$ cat config.mk
export PLATFORM = sky130hd
export DESIGN_NAME = sha256_dp
export DESIGN_NICKNAME = d
export VERILOG_FILES = /design/src/hdl/sha256_pkg.sv /design/src/hdl/sha256_dp.sv
export SDC_FILE = /design/constraint.sdc
export NUM_CORES = 2
export LEC_CHECK = 0
export BUFFER_PORTS_ARGS = -buffer_cell sky130_fd_sc_hd__buf_2
export CORE_MARGIN = 2
export CORE_UTILIZATION = 56
export CTS_CLUSTER_SIZE = 10
export DETAILED_ROUTE_END_ITERATION = 12
export HOLD_SLACK_MARGIN = 0.06
export PLACE_DENSITY = 0.77
export SETUP_SLACK_MARGIN = 0.3
export SLEW_MARGIN = 30
export SYNTH_ARGS = -nofsm -noshare
export SYNTH_HDL_FRONTEND = slang
export SYNTH_SLANG_ARGS = --single-unit
$ cat constraint.sdc
create_clock -name clk_i -period 9.6 [get_ports clk_i]
set_clock_uncertainty 0.1 [all_clocks]
set_input_delay 0 -clock clk_i [delete_from_list [all_inputs] [get_ports clk_i]]
set_output_delay 0 -clock clk_i [all_outputs]
set_load 0.005 [all_outputs]
$ cat src/hdl/sha256_pkg.sv
// Shared types, constants and helpers for the SHA-256 stream hasher.
// No dependencies; compiled first.
package sha256_pkg;

  // Field widths
  localparam int unsigned FUNC_W  = 2;
  localparam int unsigned BYTE_W  = 8;
  localparam int unsigned WORD_W  = 32;
  localparam int unsigned INDEX_W = 3;

  // Input function codes (code 3 carries no meaning and is ignored)
  typedef enum logic [FUNC_W-1:0] {
    FUNC_ABSORB        = 2'd0,
    FUNC_ABSORB_FINISH = 2'd1,
    FUNC_FINISH        = 2'd2
  } func_e;

  // Source of the byte shifted into the block buffer
  typedef enum logic [1:0] {
    BYTE_DATA  = 2'd0,
    BYTE_PAD80 = 2'd1,
    BYTE_ZERO  = 2'd2,
    BYTE_LEN   = 2'd3
  } byte_sel_e;

  // Controller to datapath commands
  typedef struct packed {
    logic      load;        // shift one byte into the block buffer
    byte_sel_e byte_sel;
    logic      count_bits;  // byte is message data: add 8 to the bit length
    logic      start;       // load working vars from hash, clear round counter
    logic      step;        // one compression round
    logic      hash_add;    // fold working vars into the hash words
    logic      emit_next;   // digest word taken, advance word index
    logic      msg_reset;   // back to initial hash, empty message
  } dp_cmd_t;

  // Datapath to controller status
  typedef struct packed {
    logic fill_last;   // 63 bytes held: next load completes the block
    logic fill_at56;   // length field starts here
    logic rnd_last;    // round 63 in progress
    logic emit_last;   // word index 7 on the output
  } dp_sts_t;

  localparam logic [WORD_W-1:0] INIT_HASH [8] = '{
    32'h6a09e667, 32'hbb67ae85, 32'h3c6ef372, 32'ha54ff53a,
    32'h510e527f, 32'h9b05688c, 32'h1f83d9ab, 32'h5be0cd19
  };

  localparam logic [WORD_W-1:0] ROUND_K [64] = '{
    32'h428a2f98, 32'h71374491, 32'hb5c0fbcf, 32'he9b5dba5,
    32'h3956c25b, 32'h59f111f1, 32'h923f82a4, 32'hab1c5ed5,
    32'hd807aa98, 32'h12835b01, 32'h243185be, 32'h550c7dc3,
    32'h72be5d74, 32'h80deb1fe, 32'h9bdc06a7, 32'hc19bf174,
    32'he49b69c1, 32'hefbe4786, 32'h0fc19dc6, 32'h240ca1cc,
    32'h2de92c6f, 32'h4a7484aa, 32'h5cb0a9dc, 32'h76f988da,
    32'h983e5152, 32'ha831c66d, 32'hb00327c8, 32'hbf597fc7,
    32'hc6e00bf3, 32'hd5a79147, 32'h06ca6351, 32'h14292967,
    32'h27b70a85, 32'h2e1b2138, 32'h4d2c6dfc, 32'h53380d13,
    32'h650a7354, 32'h766a0abb, 32'h81c2c92e, 32'h92722c85,
    32'ha2bfe8a1, 32'ha81a664b, 32'hc24b8b70, 32'hc76c51a3,
    32'hd192e819, 32'hd6990624, 32'hf40e3585, 32'h106aa070,
    32'h19a4c116, 32'h1e376c08, 32'h2748774c, 32'h34b0bcb5,
    32'h391c0cb3, 32'h4ed8aa4a, 32'h5b9cca4f, 32'h682e6ff3,
    32'h748f82ee, 32'h78a5636f, 32'h84c87814, 32'h8cc70208,
    32'h90befffa, 32'ha4506ceb, 32'hbef9a3f7, 32'hc67178f2
  };

  // Rotate right by a constant amount
  function automatic logic [WORD_W-1:0] ror32(logic [WORD_W-1:0] x, int unsigned n);
    return (x >> n) | (x << (WORD_W - n));
  endfunction

endpackage

$ cat src/hdl/sha256_dp.sv
// SHA-256 datapath: block buffer / message schedule, round unit, hash words,
// fill and length counters, digest word select. Depends on sha256_pkg.
module sha256_dp (
  input  logic                          clk_i,
  input  logic                          rst_ni,
  input  logic [sha256_pkg::BYTE_W-1:0] data_byte_i,
  input  sha256_pkg::dp_cmd_t           cmd_i,
  output sha256_pkg::dp_sts_t           sts_o,
  output logic [sha256_pkg::WORD_W-1:0] digest_word_o,
  output logic [sha256_pkg::INDEX_W-1:0] word_index_o,
  output logic                          last_word_o
);
  import sha256_pkg::*;

  // Block buffer: word 0 in the top bits; doubles as the 16-word schedule window
  logic [511:0]        blk_q, blk_d;
  logic [WORD_W-1:0]   v_q [8];
  logic [WORD_W-1:0]   v_d [8];
  logic [WORD_W-1:0]   hash_q [8];
  logic [WORD_W-1:0]   hash_d [8];
  logic [5:0]          fill_q, fill_d;
  logic [63:0]         bits_q, bits_d;
  logic [5:0]          rnd_q, rnd_d;
  logic [INDEX_W-1:0]  idx_q, idx_d;

  logic [BYTE_W-1:0]   len_bytes [8];
  logic [BYTE_W-1:0]   in_byte;
  logic [WORD_W-1:0]   w_t, w_1, w_9, w_14, sig0, sig1, new_w;
  logic [WORD_W-1:0]   bs0, bs1, ch, mj, t1, t2;

  // Length bytes, most significant first
  always_comb begin
    for (int i = 0; i < 8; i++) begin
      len_bytes[i] = bits_q[63-8*i -: 8];
    end
  end

  always_comb begin
    case (cmd_i.byte_sel)
      BYTE_DATA:  in_byte = data_byte_i;
      BYTE_PAD80: in_byte = 8'h80;
      BYTE_ZERO:  in_byte = 8'h00;
      BYTE_LEN:   in_byte = len_bytes[fill_q[2:0]];
      default:    in_byte = 8'h00;
    endcase
  end

  // Message schedule: window holds w[t..t+15]
  always_comb begin
    w_t   = blk_q[511:480];
    w_1   = blk_q[479:448];
    w_9   = blk_q[223:192];
    w_14  = blk_q[63:32];
    sig0  = ror32(w_1, 7) ^ ror32(w_1, 18) ^ (w_1 >> 3);
    sig1  = ror32(w_14, 17) ^ ror32(w_14, 19) ^ (w_14 >> 10);
    new_w = sig1 + w_9 + sig0 + w_t;
  end

  // Round function
  always_comb begin
    bs1 = ror32(v_q[4], 6) ^ ror32(v_q[4], 11) ^ ror32(v_q[4], 25);
    ch  = (v_q[4] & v_q[5]) ^ (~v_q[4] & v_q[6]);
    t1  = v_q[7] + bs1 + ch + ROUND_K[rnd_q] + w_t;
    bs0 = ror32(v_q[0], 2) ^ ror32(v_q[0], 13) ^ ror32(v_q[0], 22);
    mj  = (v_q[0] & v_q[1]) ^ (v_q[0] & v_q[2]) ^ (v_q[1] & v_q[2]);
    t2  = bs0 + mj;
  end

  // Next-state logic
  always_comb begin
    blk_d  = blk_q;
    v_d    = v_q;
    hash_d = hash_q;
    fill_d = fill_q;
    bits_d = bits_q;
    rnd_d  = rnd_q;
    idx_d  = idx_q;

    if (cmd_i.load) begin
      blk_d  = {blk_q[503:0], in_byte};
      fill_d = fill_q + 6'd1;
    end else if (cmd_i.step) begin
      blk_d  = {blk_q[479:0], new_w};
    end

    if (cmd_i.load && cmd_i.count_bits) begin
      bits_d = bits_q + 64'd8;
    end

    if (cmd_i.start) begin
      v_d   = hash_q;
      rnd_d = '0;
    end else if (cmd_i.step) begin
      v_d[7] = v_q[6];
      v_d[6] = v_q[5];
      v_d[5] = v_q[4];
      v_d[4] = v_q[3] + t1;
      v_d[3] = v_q[2];
      v_d[2] = v_q[1];
      v_d[1] = v_q[0];
      v_d[0] = t1 + t2;
      rnd_d  = rnd_q + 6'd1;
    end

    if (cmd_i.hash_add) begin
      for (int i = 0; i < 8; i++) begin
        hash_d[i] = hash_q[i] + v_q[i];
      end
    end

    if (cmd_i.emit_next) begin
      idx_d = idx_q + 3'd1;
    end

    if (cmd_i.msg_reset) begin
      hash_d = INIT_HASH;
      fill_d = '0;
      bits_d = '0;
      idx_d  = '0;
    end
  end

  // Control state
  always_ff @(posedge clk_i or negedge rst_ni) begin
    if (!rst_ni) begin
      hash_q <= INIT_HASH;
      fill_q <= '0;
      bits_q <= '0;
      rnd_q  <= '0;
      idx_q  <= '0;
    end else begin
      hash_q <= hash_d;
      fill_q <= fill_d;
      bits_q <= bits_d;
      rnd_q  <= rnd_d;
      idx_q  <= idx_d;
    end
  end

  // Payload: block buffer and working vars
  always_ff @(posedge clk_i) begin
    blk_q <= blk_d;
    v_q   <= v_d;
  end

  // Status and digest output
  assign sts_o.fill_last = (fill_q == 6'd63);
  assign sts_o.fill_at56 = (fill_q == 6'd56);
  assign sts_o.rnd_last  = (rnd_q == 6'd63);
  assign sts_o.emit_last = (idx_q == 3'd7);

  assign digest_word_o = hash_q[idx_q];
  assign word_index_o  = idx_q;
  assign last_word_o   = (idx_q == 3'd7);

endmodule

==> impl_metrics.tcl <==
set metrics [dict create \
    initialDrtViolationCount 6894 \
    fill_cells 10800 \
    path_class "flop to flop" \
    cts_made_buffers 135 \
    wl_per_cell_um 26.3 \
    final_cell_mix "768 x edfxtp_1, 708 x mux2_2, 482 x nand2_1" \
    syn-cell-area_mm2 0.0766 \
    synthSimpleGateAreaFrac_pct 8.70 \
    synth_edf_count 768 \
    port_buffers 58 \
    holdPathStages 3 \
    synth.distinct_cells 118 \
    drive_gt1_share_pct 18.8 \
    antenna_cells 0 \
    setup_tns_ps 0 \
    clkTransAtPathRegs_ps 60 \
    ff2ff_path_depth 28 \
    r2r-start "rnd_q[1]" \
    status "complete, no violations" \
    muxShareOfSynthArea_pct 14.2 \
    worstPathArrival_ps 9190 \
    min-delay-start "cmd_i[4]" \
    cts_buffer_depth 3 \
    dieArea_mm2 0.140 \
    final_common_cell "edfxtp_1" \
    clk_latency_ps 800 \
    crit_path_max_fanout 12 \
    ant_nets 0 \
    synth_adder_area_share_pct 12.0 \
    die_h_um 374 \
    required_ps 10120 \
    start_util_pct 56.4 \
    h-tree-depth 4 \
    grt_max_degree 185 \
    dr_total_vias 57000 \
    syn_to_final_growth_pct 9.00 \
    grt_pass1_wl_um 351000 \
    hold_path_class "input port to flop" \
    crit_buf_inv 2 \
    post_drt_via_cell_ratio 6.39 \
    crit_path_max_incr_delay_ps 610 \
    cts_tree "yes" \
    dp_hpwl_um 172000 \
    cap_violations 0 \
    synth_compound_area_share_pct 13.1 \
    slew_violations 0 \
    setup_viol 0 \
    num_rows 135 \
    worstSetupStartpointType "flop" \
    overflow 0 \
    async_flop_share_pct 30.2 \
    synth_top_area_cell "edfxtp_1" \
    clock-sinks 1100 \
    root_buffer "clkbuf_16" \
    fin_crit_sh_pct 90.3 \
    ys_ff_latch 1100 \
    first_global_vias 55300 \
    dr.pass1.iters 8 \
    ys_seq_area_share_pct 41.2 \
    synth_top_family_by_area "multiplexers" \
    postCtsSetupRepairBufs 0 \
    whs_endpoint "rnd_q[2]" \
    synth_top_area_share_pct 30.1 \
    grt_setup_unrepaired "no" \
    io_pins 59 \
    synth_fp_nets 7644 \
    cp_top_family "compound AO/OA/AOI/OAI gates" \
    synth_xor_area_share_pct 6.98 \
    core_mm2 0.136 \
    min_period_ps 8670 \
    endpoint_kind "flop" \
    syn_inst 7028 \
    grt_antenna_before_repair 6 \
    relSlewSlack_pct 19.9 \
    finalWirelength_um 234000 \
    yosys-top-cells-area "edfxtp_1 30%, mux2_2 10%, ha_1 6.5%" \
    startpoint "rnd_q[1]" \
    worst_pin_slew_ps 1170 \
    reg2reg_to "v_q[255]" \
    layout_setup_ws_ps 931 \
    die_x_um 374 \
    drc 0 \
    ys.warnings.count 0 \
    syn_avg_cell_area_um2 10.9 \
    place_congestion 1.01 \
    finalHoldViolCount 0 \
    final_net_count 7648 \
    ys.flop_type "edfxtp_1" \
    rrSetupSlack_ps 930 \
    timing.fmax_ghz 0.115 \
    pre_cts_ws_ps 1050 \
    grt.total_usage_pct 33.1 \
    crit_slowest_cell "dfrtp_1" \
]
## sequential cells by signal, indices dropped and copies added (netlist names)
name and count:
fill_q 6, hash_q 256, blk_q 512, rnd_q 6, word_index_o 3, v_q 256
bits_q 61
## cell usage after synthesis, types with 10 or more instances
cell type,number
dfrtp_1,196
mux2i_1,98
mux2_2,708
nand4_1,35
o31ai_1,34
o21ai_0,454
a31o_2,11
maj3_1,21
nand3_1,99
o21a_1,61
nor2b_1,53
o21bai_1,40
a21o_1,159
nor2_1,438
o211ai_1,53
mux4_2,85
a21oi_1,431
inv_1,447
a21boi_0,10
or3_1,38
o311ai_0,20
a31oi_1,50
and2_1,18
clkbuf_1,278
a311oi_1,11
nor3_1,89
a2111oi_0,12
xnor2_1,356
and4_1,13
ha_1,400
xor2_1,249
o21ai_1,21
fa_1,197
nand2b_1,54
a211oi_1,62
nand2_1,483
buf_1,49
dfstp_2,136
or2_2,15
and3_1,52
a211o_1,26
edfxtp_1,768
## stage by stage
step                      cells  utilization, %  area [um^2]  hold WS (ps)
after CTS                  8912            61.5        83400          61.9
after global routing       8912            61.5        83500          97.7
final                      8912            61.5        83500           131
after floorplan            7028               -        76600          -396
after global placement     8629            58.0        78700         -87.4
after detailed placement   8630            58.0        78700         -91.1
## how the worst max path moves through the flow
stage,end,slack [ps],depth (start not counted)
2_1_floorplan,v_q[255],1570,35
3_3_place_gp,v_q[255],1110,30
3_5_place_dp,v_q[255],1050,30
4_1_cts,v_q[255],980,28
5_1_grt,v_q[255],370,30
6_report,v_q[255],930,28
## cell families (layout without fill, tap and decap cells)
kind of cell	count (synthesis)	count (layout)
AO/OA/AOI/OAI	1584	1584
XOR/XNOR	607	607
adder cells (fa/ha/maj)	618	618
buffers and inverters	782	885
flip-flops	1100	1100
multiplexers	891	891
AND/OR/NAND/NOR	1446	1446
## layer usage
metal	vias to the layer above	track usage [%]	wire [um]
li1	25500	-	-
met5	-	0	26
met3	476	8.23	23600
met1	28300	48.0	102000
met4	4	11.9	8820
met2	2723	48.1	100000
## worst reg2reg max path, delay by kind of cell, from the launching register on
family | cells | cell delay, ps
AND/OR/NAND/NOR | 4 | 1230
buffers and inverters | 2 | 390
flip-flops | 1 | 610
XOR/XNOR | 1 | 270
AO/OA/AOI/OAI | 15 | 3470
adder cells (fa/ha/maj) | 6 | 2430
## cell type report
type / count / area [um^2] / share of cell area [%]
Clock buffer: 206 / 3720 / 4.46
Clock inverter: 30 / 520 / 0.624
Inverter: 450 / 1700 / 2.03
Multi-Input combinational cell: 5146 / 42100 / 50.5
Sequential cell: 1100 / 31600 / 37.8
Tap cell: 1781 / 2230 / 2.67
Timing Repair Buffer: 199 / 1620 / 1.94
## what timing repair did
| action | in CTS | in global routing |
|---|---|---|
| gates resized for setup | 0 | 0 |
| endpoints found under the hold margin | 397 | 0 |
| hold buffers | 46 | 0 |
Power is left out: the tool's default activity adds up to more than one toggle a clock period on the data nets, which glitch-free logic cannot reach.
